`config.mk`:
```
export PLATFORM = sky130hd
export DESIGN_NAME = two_level_page_table_walker_flat
export DESIGN_NICKNAME = d
export VERILOG_FILES = /design/src/hdl/twlk_pkg.sv /design/src/hdl/twlk_ifs.sv /design/src/hdl/twlk_ctx_table.sv /design/src/hdl/twlk_walk.sv /design/src/hdl/two_level_page_table_walker.sv /design/src/flat_wrapper.sv
export SDC_FILE = /design/constraint.sdc
export NUM_CORES = 1
export LEC_CHECK = 0
export ABC_AREA = 1
export BUFFER_PORTS_ARGS = -buffer_cell sky130_fd_sc_hd__buf_4
export CELL_PAD_IN_SITES_DETAIL_PLACEMENT = 0
export CELL_PAD_IN_SITES_GLOBAL_PLACEMENT = 1
export CORE_MARGIN = 5
export CORE_UTILIZATION = 47
export CTS_CLUSTER_SIZE = 16
export DETAILED_ROUTE_END_ITERATION = 10
export GPL_ROUTABILITY_DRIVEN = 0
export PLACE_DENSITY_LB_ADDON = 0.3
export REMOVE_ABC_BUFFERS = 1
export SYNTH_ARGS = -nofsm -noshare
export SYNTH_HDL_FRONTEND = slang
export SYNTH_SLANG_ARGS = --single-unit
```
`constraint.sdc`:
```
create_clock -name i_clk -period 6.3 [get_ports i_clk]
set_input_delay 0.63 -clock i_clk [delete_from_list [all_inputs] [get_ports i_clk]]
set_output_delay 0.63 -clock i_clk [all_outputs]
set_load 0.01 [all_outputs]
```
`src/hdl/twlk_pkg.sv`:
```
// shared types and constants of the two-level page table walker
package twlk_pkg;

    localparam int CONTEXT_COUNT_DFLT = 16;
    localparam int CTX_W   = 4;
    localparam int FRAME_W = 28;
    localparam int VA_W    = 40;
    localparam int DATA_W  = 64;
    localparam int PAGE_W  = 12;

    // item operation codes
    typedef enum logic [1:0] {
        OP_WRITE_BASE = 2'd0,
        OP_READ_BASE  = 2'd1,
        OP_TRANSLATE  = 2'd2,
        OP_READ_DATA  = 2'd3
    } t_op;

    // result kinds
    typedef enum logic [1:0] {
        KIND_READBACK = 2'd0,
        KIND_MEM_REQ  = 2'd1,
        KIND_XLATE    = 2'd2
    } t_kind;

    // walk state
    typedef enum logic [1:0] {
        PH_IDLE  = 2'd0,
        PH_DIR   = 2'd1,
        PH_TABLE = 2'd2
    } t_phase;

    typedef struct packed {
        t_op                 operation;
        logic [CTX_W-1:0]    context_id;
        logic [FRAME_W-1:0]  base_frame;
        logic [VA_W-1:0]     virtual_address;
        logic [DATA_W-1:0]   read_data;
    } t_in_item;

    typedef struct packed {
        t_kind               result_kind;
        logic [FRAME_W-1:0]  readback_frame;
        logic [VA_W-1:0]     memory_address;
        logic [VA_W-1:0]     physical_address;
        logic [VA_W-1:0]     page_base_virtual;
        logic                mapped;
        logic                allow_execute;
        logic                allow_read;
        logic                allow_write;
    } t_out_item;

    // base table write request from the walk stage
    typedef struct packed {
        logic                en;
        logic [CTX_W-1:0]    context_id;
        logic [FRAME_W-1:0]  frame;
    } t_base_wr;

endpackage

```
`src/hdl/twlk_ifs.sv`:
```
// request and response channel interfaces of the page table walker

interface twlk_req_if;
    logic                          valid;
    logic                          ready;
    logic [1:0]                    operation;
    logic [twlk_pkg::CTX_W-1:0]    context_id;
    logic [twlk_pkg::FRAME_W-1:0]  base_frame;
    logic [twlk_pkg::VA_W-1:0]     virtual_address;
    logic [twlk_pkg::DATA_W-1:0]   read_data;

    modport source (
        output valid, operation, context_id, base_frame, virtual_address, read_data,
        input  ready
    );
    modport sink (
        input  valid, operation, context_id, base_frame, virtual_address, read_data,
        output ready
    );
endinterface

interface twlk_rsp_if;
    logic                          valid;
    logic                          ready;
    logic [1:0]                    result_kind;
    logic [twlk_pkg::FRAME_W-1:0]  readback_frame;
    logic [twlk_pkg::VA_W-1:0]     memory_address;
    logic [twlk_pkg::VA_W-1:0]     physical_address;
    logic [twlk_pkg::VA_W-1:0]     page_base_virtual;
    logic                          mapped;
    logic                          allow_execute;
    logic                          allow_read;
    logic                          allow_write;

    modport source (
        output valid, result_kind, readback_frame, memory_address, physical_address,
               page_base_virtual, mapped, allow_execute, allow_read, allow_write,
        input  ready
    );
    modport sink (
        input  valid, result_kind, readback_frame, memory_address, physical_address,
               page_base_virtual, mapped, allow_execute, allow_read, allow_write,
        output ready
    );
endinterface

```
`src/hdl/twlk_ctx_table.sv`:
```
// per-context page table base frame registers
module twlk_ctx_table #(
    parameter int CONTEXT_COUNT = twlk_pkg::CONTEXT_COUNT_DFLT
) (
    input  logic                          i_clk,
    input  logic                          i_rst_n,
    input  twlk_pkg::t_base_wr            i_wr,
    input  logic [twlk_pkg::CTX_W-1:0]    i_rd_ctx,
    output logic [twlk_pkg::FRAME_W-1:0]  o_rd_frame
);

    localparam int IDX_W = (CONTEXT_COUNT > 1) ? $clog2(CONTEXT_COUNT) : 1;

    logic [twlk_pkg::FRAME_W-1:0] r_base [CONTEXT_COUNT];
    logic                         wr_in_range;
    logic                         rd_in_range;

    assign wr_in_range = ({1'b0, i_wr.context_id} < (twlk_pkg::CTX_W+1)'(CONTEXT_COUNT));
    assign rd_in_range = ({1'b0, i_rd_ctx} < (twlk_pkg::CTX_W+1)'(CONTEXT_COUNT));

    // base frames, zero after reset means no translation
    always_ff @(posedge i_clk) begin
        if (!i_rst_n) begin
            for (int i = 0; i < CONTEXT_COUNT; i++) begin
                r_base[i] <= '0;
            end
        end else if (i_wr.en && wr_in_range) begin
            r_base[i_wr.context_id[IDX_W-1:0]] <= i_wr.frame;
        end
    end

    // contexts beyond the table read as zero
    assign o_rd_frame = rd_in_range ? r_base[i_rd_ctx[IDX_W-1:0]] : '0;

endmodule

```
`src/hdl/twlk_walk.sv`:
```
// walk sequencer: decodes one item and forms its result
module twlk_walk (
    input  logic                          i_clk,
    input  logic                          i_rst_n,
    input  logic                          i_fire,
    input  twlk_pkg::t_in_item            i_item,
    input  logic [twlk_pkg::FRAME_W-1:0]  i_base,
    output twlk_pkg::t_base_wr            o_base_wr,
    output logic                          o_res_valid,
    output twlk_pkg::t_out_item           o_res
);

    localparam int VA_W = twlk_pkg::VA_W;

    twlk_pkg::t_phase         r_phase;
    twlk_pkg::t_phase         n_phase;
    logic [VA_W-1:0]          r_saved_va;
    logic [VA_W-1:0]          n_saved_va;
    logic                     base_zero;
    logic [VA_W-1:0]          dir_addr;
    logic [VA_W-1:0]          tbl_addr;

    assign base_zero = (i_base == '0);

    // directory entry address: base page plus directory index times 8
    assign dir_addr = {i_base, {twlk_pkg::PAGE_W{1'b0}}}
                    + VA_W'({i_item.virtual_address[VA_W-1:23], 3'b000});

    // table entry address: directory entry with low byte cleared plus table index times 8
    assign tbl_addr = {i_item.read_data[VA_W-1:8], 8'h00}
                    + VA_W'({r_saved_va[22:12], 3'b000});

    // base table write
    always_comb begin
        o_base_wr.en         = i_fire && (i_item.operation == twlk_pkg::OP_WRITE_BASE);
        o_base_wr.context_id = i_item.context_id;
        o_base_wr.frame      = i_item.base_frame;
    end

    // next state
    always_comb begin
        n_phase    = r_phase;
        n_saved_va = r_saved_va;
        if (i_fire) begin
            unique case (r_phase)
                twlk_pkg::PH_IDLE: begin
                    if (i_item.operation == twlk_pkg::OP_TRANSLATE && !base_zero) begin
                        n_phase    = twlk_pkg::PH_DIR;
                        n_saved_va = i_item.virtual_address;
                    end
                end
                twlk_pkg::PH_DIR: begin
                    if (i_item.operation == twlk_pkg::OP_READ_DATA) begin
                        n_phase = twlk_pkg::PH_TABLE;
                    end
                end
                twlk_pkg::PH_TABLE: begin
                    if (i_item.operation == twlk_pkg::OP_READ_DATA) begin
                        n_phase = twlk_pkg::PH_IDLE;
                    end
                end
                default: n_phase = twlk_pkg::PH_IDLE;
            endcase
        end
    end

    always_ff @(posedge i_clk) begin
        if (!i_rst_n) begin
            r_phase    <= twlk_pkg::PH_IDLE;
            r_saved_va <= '0;
        end else begin
            r_phase    <= n_phase;
            r_saved_va <= n_saved_va;
        end
    end

    // result of the current item
    always_comb begin
        o_res_valid = 1'b0;
        o_res       = '0;
        unique case (i_item.operation)
            twlk_pkg::OP_WRITE_BASE: begin
                o_res_valid = 1'b0;
            end
            twlk_pkg::OP_READ_BASE: begin
                o_res_valid          = 1'b1;
                o_res.result_kind    = twlk_pkg::KIND_READBACK;
                o_res.readback_frame = i_base;
            end
            twlk_pkg::OP_TRANSLATE: begin
                // ignored while a walk is in progress
                if (r_phase == twlk_pkg::PH_IDLE) begin
                    o_res_valid = 1'b1;
                    if (base_zero) begin
                        o_res.result_kind = twlk_pkg::KIND_XLATE;
                    end else begin
                        o_res.result_kind    = twlk_pkg::KIND_MEM_REQ;
                        o_res.memory_address = dir_addr;
                    end
                end
            end
            twlk_pkg::OP_READ_DATA: begin
                if (r_phase == twlk_pkg::PH_DIR) begin
                    o_res_valid          = 1'b1;
                    o_res.result_kind    = twlk_pkg::KIND_MEM_REQ;
                    o_res.memory_address = tbl_addr;
                end else if (r_phase == twlk_pkg::PH_TABLE) begin
                    o_res_valid             = 1'b1;
                    o_res.result_kind       = twlk_pkg::KIND_XLATE;
                    o_res.physical_address  = {i_item.read_data[VA_W-1:twlk_pkg::PAGE_W],
                                               r_saved_va[twlk_pkg::PAGE_W-1:0]};
                    o_res.page_base_virtual = {r_saved_va[VA_W-1:twlk_pkg::PAGE_W],
                                               {twlk_pkg::PAGE_W{1'b0}}};
                    o_res.mapped            = 1'b1;
                    o_res.allow_execute     = i_item.read_data[4];
                    o_res.allow_read        = i_item.read_data[5];
                    o_res.allow_write       = i_item.read_data[6];
                end
            end
            default: o_res_valid = 1'b0;
        endcase
    end

    // a translate on a mapped context starts the directory fetch
    a_walk_start: assert property (@(posedge i_clk) disable iff (!i_rst_n)
        i_fire && r_phase == twlk_pkg::PH_IDLE && i_item.operation == twlk_pkg::OP_TRANSLATE
        && !base_zero |=> r_phase == twlk_pkg::PH_DIR)
        else $error("walk did not enter directory phase");

    // memory requests come only from a translate or a directory entry
    a_req_source: assert property (@(posedge i_clk) disable iff (!i_rst_n)
        o_res_valid && o_res.result_kind == twlk_pkg::KIND_MEM_REQ |->
        i_item.operation == twlk_pkg::OP_TRANSLATE
        || (i_item.operation == twlk_pkg::OP_READ_DATA && r_phase == twlk_pkg::PH_DIR))
        else $error("memory request from unexpected item");

    // a mapped translation ends a walk
    a_mapped_end: assert property (@(posedge i_clk) disable iff (!i_rst_n)
        i_fire && o_res_valid && o_res.mapped |=> r_phase == twlk_pkg::PH_IDLE)
        else $error("walk not idle after mapped result");

endmodule

```
`src/hdl/two_level_page_table_walker.sv`:
```
// Two-level page table walker, top level.
// Items enter on the i_req channel (valid/ready): write context base,
// read context base, translate request, or memory read data. Results leave
// on the o_rsp channel: base readback, memory read request, or translation.
// A translate on a context with a nonzero base asks for the directory entry;
// the returned directory entry makes the walker ask for the table entry;
// the returned table entry gives the physical address and permissions.
// Base writes and stray read data give no result; a translate during a walk
// is dropped. Each item passes an input register and a result register,
// with the single decode stage between the registers, and one item is
// taken every cycle while o_rsp does not stall.
// Memory latency lies in the caller's loop, outside the block.
// When o_rsp stalls, the result register holds and the input register keeps
// one more item, after which i_req.ready drops.
// Reset clears every context base to zero (unmapped) and idles the walk.
module two_level_page_table_walker #(
    parameter int CONTEXT_COUNT = twlk_pkg::CONTEXT_COUNT_DFLT
) (
    input  logic        i_clk,
    input  logic        i_rst_n,
    twlk_req_if.sink    i_req,
    twlk_rsp_if.source  o_rsp
);

    logic                         r_in_valid;
    twlk_pkg::t_in_item           r_in_item;
    logic                         r_out_valid;
    twlk_pkg::t_out_item          r_out_item;
    logic                         advance;
    logic                         fire;
    logic [twlk_pkg::FRAME_W-1:0] base;
    twlk_pkg::t_base_wr           base_wr;
    logic                         res_valid;
    twlk_pkg::t_out_item          res;

    // pipeline control
    assign advance     = !r_out_valid || o_rsp.ready;
    assign fire        = r_in_valid && advance;
    assign i_req.ready = !r_in_valid || advance;

    // input register
    always_ff @(posedge i_clk) begin
        if (!i_rst_n) begin
            r_in_valid <= 1'b0;
        end else if (i_req.ready) begin
            r_in_valid <= i_req.valid;
        end
    end

    always_ff @(posedge i_clk) begin
        if (i_req.ready && i_req.valid) begin
            r_in_item.operation       <= twlk_pkg::t_op'(i_req.operation);
            r_in_item.context_id      <= i_req.context_id;
            r_in_item.base_frame      <= i_req.base_frame;
            r_in_item.virtual_address <= i_req.virtual_address;
            r_in_item.read_data       <= i_req.read_data;
        end
    end

    twlk_ctx_table #(
        .CONTEXT_COUNT (CONTEXT_COUNT)
    ) u_ctx_table (
        .i_clk      (i_clk),
        .i_rst_n    (i_rst_n),
        .i_wr       (base_wr),
        .i_rd_ctx   (r_in_item.context_id),
        .o_rd_frame (base)
    );

    twlk_walk u_walk (
        .i_clk       (i_clk),
        .i_rst_n     (i_rst_n),
        .i_fire      (fire),
        .i_item      (r_in_item),
        .i_base      (base),
        .o_base_wr   (base_wr),
        .o_res_valid (res_valid),
        .o_res       (res)
    );

    // result register
    always_ff @(posedge i_clk) begin
        if (!i_rst_n) begin
            r_out_valid <= 1'b0;
        end else if (advance) begin
            r_out_valid <= r_in_valid && res_valid;
        end
    end

    always_ff @(posedge i_clk) begin
        if (fire) begin
            r_out_item <= res;
        end
    end

    assign o_rsp.valid             = r_out_valid;
    assign o_rsp.result_kind       = r_out_item.result_kind;
    assign o_rsp.readback_frame    = r_out_item.readback_frame;
    assign o_rsp.memory_address    = r_out_item.memory_address;
    assign o_rsp.physical_address  = r_out_item.physical_address;
    assign o_rsp.page_base_virtual = r_out_item.page_base_virtual;
    assign o_rsp.mapped            = r_out_item.mapped;
    assign o_rsp.allow_execute     = r_out_item.allow_execute;
    assign o_rsp.allow_read        = r_out_item.allow_read;
    assign o_rsp.allow_write       = r_out_item.allow_write;

    // a held item stays put while the result side stalls
    a_in_hold: assert property (@(posedge i_clk) disable iff (!i_rst_n)
        r_in_valid && !advance |=> r_in_valid && $stable(r_in_item))
        else $error("input register lost an item during stall");

    // a processed item with a result shows up on the output next cycle
    a_res_out: assert property (@(posedge i_clk) disable iff (!i_rst_n)
        fire && res_valid |=> r_out_valid && o_rsp.result_kind == $past(res.result_kind))
        else $error("result not registered");

endmodule

```
`src/flat_wrapper.sv`:
```
// flat-port wrapper written by rule: the top's interface ports become plain ports
module two_level_page_table_walker_flat 
#(
    parameter int CONTEXT_COUNT = twlk_pkg::CONTEXT_COUNT_DFLT
)
  (i_clk, i_rst_n, i_req_valid, i_req_operation, i_req_context_id, i_req_base_frame, i_req_virtual_address, i_req_read_data, i_req_ready, o_rsp_valid, o_rsp_result_kind, o_rsp_readback_frame, o_rsp_memory_address, o_rsp_physical_address, o_rsp_page_base_virtual, o_rsp_mapped, o_rsp_allow_execute, o_rsp_allow_read, o_rsp_allow_write, o_rsp_ready);
  twlk_req_if i_req_i ();
  twlk_rsp_if o_rsp_i ();
  input  logic i_clk;
  input  logic i_rst_n;
  input wire logic [$bits(i_req_i.valid)-1:0] i_req_valid;
  input wire logic [$bits(i_req_i.operation)-1:0] i_req_operation;
  input wire logic [$bits(i_req_i.context_id)-1:0] i_req_context_id;
  input wire logic [$bits(i_req_i.base_frame)-1:0] i_req_base_frame;
  input wire logic [$bits(i_req_i.virtual_address)-1:0] i_req_virtual_address;
  input wire logic [$bits(i_req_i.read_data)-1:0] i_req_read_data;
  output wire logic [$bits(i_req_i.ready)-1:0] i_req_ready;
  output wire logic [$bits(o_rsp_i.valid)-1:0] o_rsp_valid;
  output wire logic [$bits(o_rsp_i.result_kind)-1:0] o_rsp_result_kind;
  output wire logic [$bits(o_rsp_i.readback_frame)-1:0] o_rsp_readback_frame;
  output wire logic [$bits(o_rsp_i.memory_address)-1:0] o_rsp_memory_address;
  output wire logic [$bits(o_rsp_i.physical_address)-1:0] o_rsp_physical_address;
  output wire logic [$bits(o_rsp_i.page_base_virtual)-1:0] o_rsp_page_base_virtual;
  output wire logic [$bits(o_rsp_i.mapped)-1:0] o_rsp_mapped;
  output wire logic [$bits(o_rsp_i.allow_execute)-1:0] o_rsp_allow_execute;
  output wire logic [$bits(o_rsp_i.allow_read)-1:0] o_rsp_allow_read;
  output wire logic [$bits(o_rsp_i.allow_write)-1:0] o_rsp_allow_write;
  input wire logic [$bits(o_rsp_i.ready)-1:0] o_rsp_ready;
  assign i_req_i.valid = i_req_valid;
  assign i_req_i.operation = i_req_operation;
  assign i_req_i.context_id = i_req_context_id;
  assign i_req_i.base_frame = i_req_base_frame;
  assign i_req_i.virtual_address = i_req_virtual_address;
  assign i_req_i.read_data = i_req_read_data;
  assign i_req_ready = i_req_i.ready;
  assign o_rsp_valid = o_rsp_i.valid;
  assign o_rsp_result_kind = o_rsp_i.result_kind;
  assign o_rsp_readback_frame = o_rsp_i.readback_frame;
  assign o_rsp_memory_address = o_rsp_i.memory_address;
  assign o_rsp_physical_address = o_rsp_i.physical_address;
  assign o_rsp_page_base_virtual = o_rsp_i.page_base_virtual;
  assign o_rsp_mapped = o_rsp_i.mapped;
  assign o_rsp_allow_execute = o_rsp_i.allow_execute;
  assign o_rsp_allow_read = o_rsp_i.allow_read;
  assign o_rsp_allow_write = o_rsp_i.allow_write;
  assign o_rsp_i.ready = o_rsp_ready;
  two_level_page_table_walker #(.CONTEXT_COUNT(CONTEXT_COUNT)) u_core (.i_clk(i_clk), .i_rst_n(i_rst_n), .i_req(i_req_i), .o_rsp(o_rsp_i));
endmodule
```
==> impl_metrics.csv, run 1 <==
group,metric,value,unit
clocking,cts_sinks,744,
die,rows,96,
routing,drt_wl_total,92540,µm
routing,wl_per_cell,21.05,µm
yosys,synth_warnings,0,
place,port_buffers,253,
timing,tightest_slew,1.352,ns
timing,relSlewSlack,9.786,%
worst_setup_path,crit_top_cell,"nand2_1",
yosys,synth_area_leaders,"edfxtp_1 (64%), nor2_1 (9.0%), nand2_1 (7.4%), nand3_1 (4.2%), inv_1 (3.0%)",
finish,syn2layout_area_growth,15.59,%
power_and_ir_drop,powerDensity,302.5,nW/µm²
power_and_ir_drop,p_int,8.595,mW
routing,drt_pass1_iterations,7,
die,die_area,74440,µm²
clocking,post_cts_buffers,0,
yosys,synth.top_cell.area_share,64.37,%
clocking,cts_buffers,80,
clocking,cts.repair.resized,0,
yosys,ys_async_sr_fraction,0,%
power_and_ir_drop,sequentialPowerShare,50.1,%
power_and_ir_drop,clockPowerShare,40.4,%
timing,slew_viol_final,0,
timing,postLayoutSetupSlackWorst,1.613,ns
yosys,synthFlopType,"edfxtp_1",
worst_setup_path,crit_slowest_cell,"inv_4",
yosys,ys_ff_latch,744,
worst_hold_path,worstHoldPathCells,1,
job,cap_viol_max_count,0,
yosys,synth_edf_count,696,
worst_setup_path,r2r_end,"u_core.o_rsp.memory_address[35]",
power_and_ir_drop,p_sw,2.759,mW
place,dpl_cell_area,34990,µm²
global_routing,grt_busiest_layer,"met2",
die,chipWidth,272.8,µm
clocking,h-tree-depth,3,
place,pre_cts_slack,1.686,ns
routing,vias,23470,
finish,nets,3567,
yosys,synth_cell_types,37,
timing,hold_viol_final,0,
timing,setup_tns,0,ns
yosys,yosysMostFrequentCell,"nor2_1",
timing,skew,0.03755,ns
power_and_ir_drop,combPwrFrac,9.5,%
worst_setup_path,reg2regPathDepth,23,
routing,viasPerCell,5.338,
clocking,clk_latency,0.62,ns
power_and_ir_drop,vdd_drop_max,0.1663,mV
die,fp.coreArea,68590,µm²
global_routing,overflow,0,
finish,instances_no_fill,4397,
place,dp_cells,4255,
finish,seqCellArea,21870,µm²
worst_setup_path,crit_path_end,"u_core.o_rsp.memory_address[35]",
routing,drt_iter0_drc,2204,
die,initial_utilization,47.34,%
power_and_ir_drop,p_leak,15.18,nW
worst_setup_path,worstPathCellList,"inv_4 -> buf_4 -> nor2_1 -> o21ai_0 -> nand3_1 -> nand3_1 -> nand2_1 -> ha_1 -> nand2_1 -> inv_1 -> nand4_1 -> nand3_1 -> nand2_1 -> nand2_1 -> nand2_1 -> nor2_1 -> nand2_1 -> nor2_1 -> nand2_1 -> inv_1 -> nand3_1 -> nand3_1 -> o21ai_0",
finish,drive_above_1_share,12.96,%
global_routing,antenna_found_initial,1,
global_routing,grt_max_degree,148,
global_routing,grt_use_met1,30.94,%
timing,fmax,0.2134,GHz
global_routing,grt_pass1_vias,22730,
die,io_pins,298,
status,status,"completed",
yosys,ys_seq_area_share,67.33,%
yosys,yosys-top-cells-count,"nor2_1 (775), edfxtp_1 (696), nand2_1 (640)",
yosys,yosys.area.top_type,"edfxtp_1",
clocking,cts-root-buf,"clkbuf_16",
finish,postLayoutCoreUtil,54.72,%
timing,rsz0062_at_grt,"no",
worst_setup_path,endpoint_kind,"flip-flop",
global_routing,grtUsageTotal,24.22,%
die,fp.dieH,272.8,µm
timing,min_period_over_period,74.39,%
yosys,postSynthCellCount,3235,
timing,finalCriticalPeriod,4.687,ns
worst_hold_path,min_path_type,"in2reg",
worst_setup_path,r2r_slack,1.61,ns
routing,ant_nets,0,
power_and_ir_drop,swShare,24.30,%
finish,design_area,37530,µm²
worst_setup_path,crit_fanout,82,
worst_setup_path,slowest_delay,0.72,ns
yosys,syn_avg_cell_area,10.04,µm²
finish,nFillCells,6016,
clocking,clkSlewWorstSetupHoldPaths,0.06,ns
worst_setup_path,critPathRequiredTime,6.66,ns
yosys,syn_area,32470,µm²
worst_setup_path,cp.arrival,5.04,ns
clocking,hold_buffers,0,
global_routing,grt_pass1_wl,136700,µm
worst_setup_path,crit_path_start_kind,"flip-flop",
worst_setup_path,crit_type,"reg2reg",
timing,setup_violations,0,
place,place_hpwl,52280,µm
clocking,cts_buffer_depth,3,
finish,multi_input_area,8735,µm²
global_routing,grtUsageMet3,4.284,%
global_routing,use_met2,41.73,%
routing,post-route-drc-count,0,
clocking,cts_tree,"built",
## power groups by stage
stage               registers (mW)  clock network, mW  logic, mW
finish                        5.69               4.58       1.08
global route                  5.71               4.87       1.18
CTS                           5.69               4.66       1.07
detailed placement            5.80                  0       1.07
global placement              5.79                  0       1.05
floorplan                     5.83                  0      0.594
## logic make-up after synthesis
logic type | synth area share, %
flops | 67.33
simple gates | 21.07
other cells | 0.01155
xor+xnor | 0.4316
compound gates | 4.227
fa+ha+maj | 0.7784
buf+inv | 6.158
## critical path: cells and delay by family, from the launching register on
family	cells	cell delay (ns)
compound gates	2	0.20
fa+ha+maj	1	0.37
buf+inv	4	1.48
flops	1	0.33
simple gates	16	1.96
## final cells by class
class / instances / share of cell area [%]
Sequential cell: 744 / 58.26
Inverter: 272 / 2.754
Clock inverter: 38 / 0.8867
Tap cell: 931 / 3.104
Timing Repair Buffer: 289 / 5.847
Antenna cell: 1 / 0.006667
Multi-Input combinational cell: 2019 / 23.27
Clock buffer: 103 / 5.870
## sequential cells by signal, summed over array words and instances, names as in the netlist, named ones only
register,cells
u_core.o_rsp.allow_execute,1
u_core.u_walk.r_phase,2
u_core.r_in_valid,1
u_core.u_walk.r_saved_va,40
u_core.o_rsp.memory_address,37
u_core.o_rsp.result_kind,2
u_core.o_rsp.valid,1
u_core.o_rsp.allow_read,1
u_core.r_in_item,109
u_core.o_rsp.page_base_virtual,28
u_core.o_rsp.allow_write,1
u_core.o_rsp.readback_frame,28
u_core.o_rsp.mapped,1
u_core.o_rsp.physical_address,40
u_core.u_ctx_table.r_base,448
## cells in the final DEF, fill, tap and decap left out, types with 5 or more instances in the layout
cell type / instances
o211ai_1: 28
o22ai_1: 10
o21ai_0: 124
o21ai_1: 16
inv_2: 6
a21oi_1: 66
conb_1: 15
edfxtp_1: 696
inv_1: 261
clkinv_2: 16
ha_1: 17
nand3_1: 270
nand2_2: 29
nand2_1: 612
clkinv_1: 11
clkbuf_1: 16
clkbuf_16: 84
xor2_1: 12
dfxtp_1: 45
nand4_1: 5
bufinv_16: 5
buf_4: 287
nor3_1: 18
nor2_1: 774
## how the worst min path moves through the flow
| stage | from | end | slack (ns) |
|---|---|---|---|
| floorplan | u_core.u_walk.r_saved_va[0] | u_core.u_walk.r_saved_va[0] | 0.44 |
| global placement | u_core.u_walk.r_saved_va[10] | u_core.u_walk.r_saved_va[10] | 0.45 |
| detailed placement | u_core.u_walk.r_saved_va[10] | u_core.u_walk.r_saved_va[10] | 0.45 |
| CTS | i_req_base_frame[10] | u_core.r_in_item[114] | 0.15 |
| global route | i_req_base_frame[12] | u_core.r_in_item[116] | 0.16 |
| finish | i_req_base_frame[10] | u_core.r_in_item[114] | 0.19 |
## through the flow
step	power, mW	hold slack [ns]
finish	11.35	0.1853
global route	11.76	0.1597
CTS	11.43	0.1504
detailed placement	6.864	0.4530
global placement	6.838	0.4485
floorplan	6.426	0.4411
## per-layer routing
| metal | vias up | share of wire (%) | wire length [µm] |
|---|---|---|---|
| li1 | 10980 | - | - |
| met1 | 11250 | 39 | 36150 |
| met2 | 1020 | 49 | 45520 |
| met3 | 215 | 8.2 | 7602 |
| met4 | 0 | 3.5 | 3276 |
| met5 | - | 0 | 0 |
Note: power is estimated with default switching activity, not from simulation.
==> run 2, diff against run 1 <==
Clock period 6.3 ns to 4.62 ns, I/O delays scaled along.
==> run 2 against run 1 <==
Against the previous run: non-clock buffer count grew 143; flip-flop and latch count is the same; register-to-register slack lost 1.2 ns; power grew 37%; worst hold slack lost 0.15 ns; critical path type unchanged; critical endpoint unchanged; largest cell class unchanged.
==> impl_metrics.csv, run 2 (same netlist as run 1, synthesis figures left out) <==
group,metric,value,unit
clocking,cts_sinks,744,
die,chipWidth,272.8,µm
timing,fmax,0.2404,GHz
worst_setup_path,crit_type,"reg2reg",
die,io_pins,298,
status,status,"completed",
clocking,h-tree-depth,3,
worst_hold_path,min_path_type,"in2reg",
global_routing,grt_busiest_layer,"met2",
timing,hold_viol_final,0,
finish,biggestRegsByFlops,"u_core.u_ctx_table.r_base (448), u_core.r_in_item (109)",
finish,syn2layout_area_growth,19.55,%
die,fp.coreArea,68590,µm²
global_routing,overflow,0,
timing,hold_ws,0.03333,ns
global_routing,grt_max_degree,140,
die,initial_utilization,47.34,%
clocking,cts_buffer_depth,3,
timing,tightest_slew,0.9804,ns
clocking,clkSlewWorstSetupHoldPaths,0.06,ns
power_and_ir_drop,swShare,24.50,%
power_and_ir_drop,p_sw,3.813,mW
worst_hold_path,whs_endpoint,"u_core.r_in_item[133]",
place,place_hpwl,55130,µm
finish,antenna_cells,0,
die,fp.dieH,272.8,µm
finish,postLayoutCoreUtil,56.60,%
worst_setup_path,cp.arrival,4.52,ns
routing,wl_per_cell,20.45,µm
clocking,clk_latency,0.63,ns
routing,drt_wl_total,92950,µm
clocking,cts_buffers,80,
timing,min_period_over_period,90.02,%
place,port_buffers,253,
global_routing,grtUsageTotal,24.51,%
global_routing,grt_use_met1,32.31,%
global_routing,grt_pass1_vias,23340,
power_and_ir_drop,combPwrFrac,10.1,%
worst_setup_path,reg2regPathDepth,23,
worst_setup_path,critPathRequiredTime,4.98,ns
worst_setup_path,crit_path_start_kind,"flip-flop",
power_and_ir_drop,clockPowerShare,40.1,%
global_routing,grt_pass1_wl,140000,µm
worst_setup_path,r2r_end,"u_core.o_rsp.memory_address[35]",
timing,relSlewSlack,34.64,%
clocking,cts_tree,"built",
global_routing,grtUsageMet3,4.197,%
worst_hold_path,worstHoldPathCells,1,
worst_setup_path,r2r_slack,0.46,ns
routing,drt_pass1_iterations,5,
routing,viasPerCell,5.292,
finish,layout_common_cells,"nor2_1 (774), edfxtp_1 (696), nand2_1 (640), buf_4 (324), nand3_1 (270)",
global_routing,antenna_found_initial,1,
routing,post-route-drc-count,0,
finish,nFillCells,5812,
finish,largest_reg_flops,448,
routing,ant_nets,0,
clocking,cts.repair.resized,0,
place,dp_cells,4295,
global_routing,use_met2,42.09,%
timing,setup_violations,0,
worst_setup_path,endpoint_kind,"flip-flop",
finish,top_register,"u_core.u_ctx_table.r_base",
finish,final_common_cell,"nor2_1",
power_and_ir_drop,vdd_drop_max,0.2974,mV
routing,vias,24050,
power_and_ir_drop,p_leak,15.78,nW
power_and_ir_drop,powerDensity,400.9,nW/µm²
die,die_area,74440,µm²
job,cap_viol_max_count,0,
finish,drive_above_1_share,12.53,%
timing,slew_viol_final,0,
power_and_ir_drop,sequentialPowerShare,49.8,%
clocking,cts-root-buf,"clkbuf_16",
worst_setup_path,crit_fanout,48,
timing,finalCriticalPeriod,4.159,ns
finish,instances_no_fill,4545,
finish,nets,3710,
routing,drt_iter0_drc,2444,
timing,rsz0062_at_grt,"no",
worst_hold_path,hp-start,"i_req_context_id[1]",
timing,skew,0.02101,ns
die,rows,96,
power_and_ir_drop,p_int,11.75,mW
==> run 2: area by class of cell <==
cell class	count	area (µm²)	share of cell area [%]
clock buffer	110	2177	5.609
clock inverter	37	346.6	0.8929
inverter	272	1033	2.662
multi-input combinational	2019	8665	22.32
sequential	744	21870	56.33
tap	931	1165	3.001
timing repair buffer	432	3563	9.180
==> run 2: worst max-delay path by stage <==
stage                    from                              end  depth (start not counted)
floorplan           flip-flop     u_core.u_walk.r_saved_va[23]                         15
global placement    flip-flop  u_core.o_rsp.memory_address[35]                         23
detailed placement  flip-flop  u_core.o_rsp.memory_address[35]                         23
CTS                 flip-flop  u_core.o_rsp.memory_address[35]                         23
global route        flip-flop  u_core.o_rsp.memory_address[35]                         23
finish              flip-flop  u_core.o_rsp.memory_address[35]                         23
==> run 2: repair_timing <==
item,4_1_cts,5_1_grt
setup buffers,0,0
hold buffers,103,0
endpoints found under the hold margin,103,0
==> run 2: power by group through the flow <==
stage	Sequential, mW	Combinational (mW)	Clock [mW]
after global routing	7.78	1.73	6.63
after detailed placement	7.89	1.50	0
after CTS	7.75	1.58	6.33
final	7.76	1.57	6.23
after global placement	7.89	1.48	0
after floorplan	7.95	0.809	0
==> run 2: per-layer routing <==
metal / vias to the layer above / share of wire, %
met2: 991 / 50
met4: 2 / 2.6
li1: 11270 / -
met3: 180 / 7.9
met5: - / 0.014
met1: 11600 / 40
==> run 2: worst max-delay path: stages (launching register included) <==
cell and delay [ns]:
dfxtp_4 0.46, buf_4 0.47, nor2_1 0.10, nor2_1 0.10, o21ai_0 0.09, nand3_1 0.10, nand3_1 0.11, nand2_1 0.26
ha_1 0.25, inv_1 0.08, o21ai_0 0.24, a22oi_1 0.10, nand3_1 0.12, nand2_1 0.07, nand2_1 0.07, nand2_1 0.10
nor2_1 0.23, nand2_1 0.14, nor2_1 0.24, nand2_1 0.16, inv_1 0.12, nand3_1 0.08, nand3_1 0.12, o21ai_0 0.09
==> run 2: per-stage QoR <==
stage          setup TNS, ns  power, mW  cell area, µm²  setup WS, ns
6_report                   0      15.56           38820        0.4610
5_1_grt                    0      16.14           38820       0.07377
4_1_cts                    0      15.66           38820        0.5147
3_5_place_dp               0      9.390           35260        0.5225
3_3_place_gp               0      9.361           35260        0.4988
2_1_floorplan       -2064.70      8.763           31540        -5.515
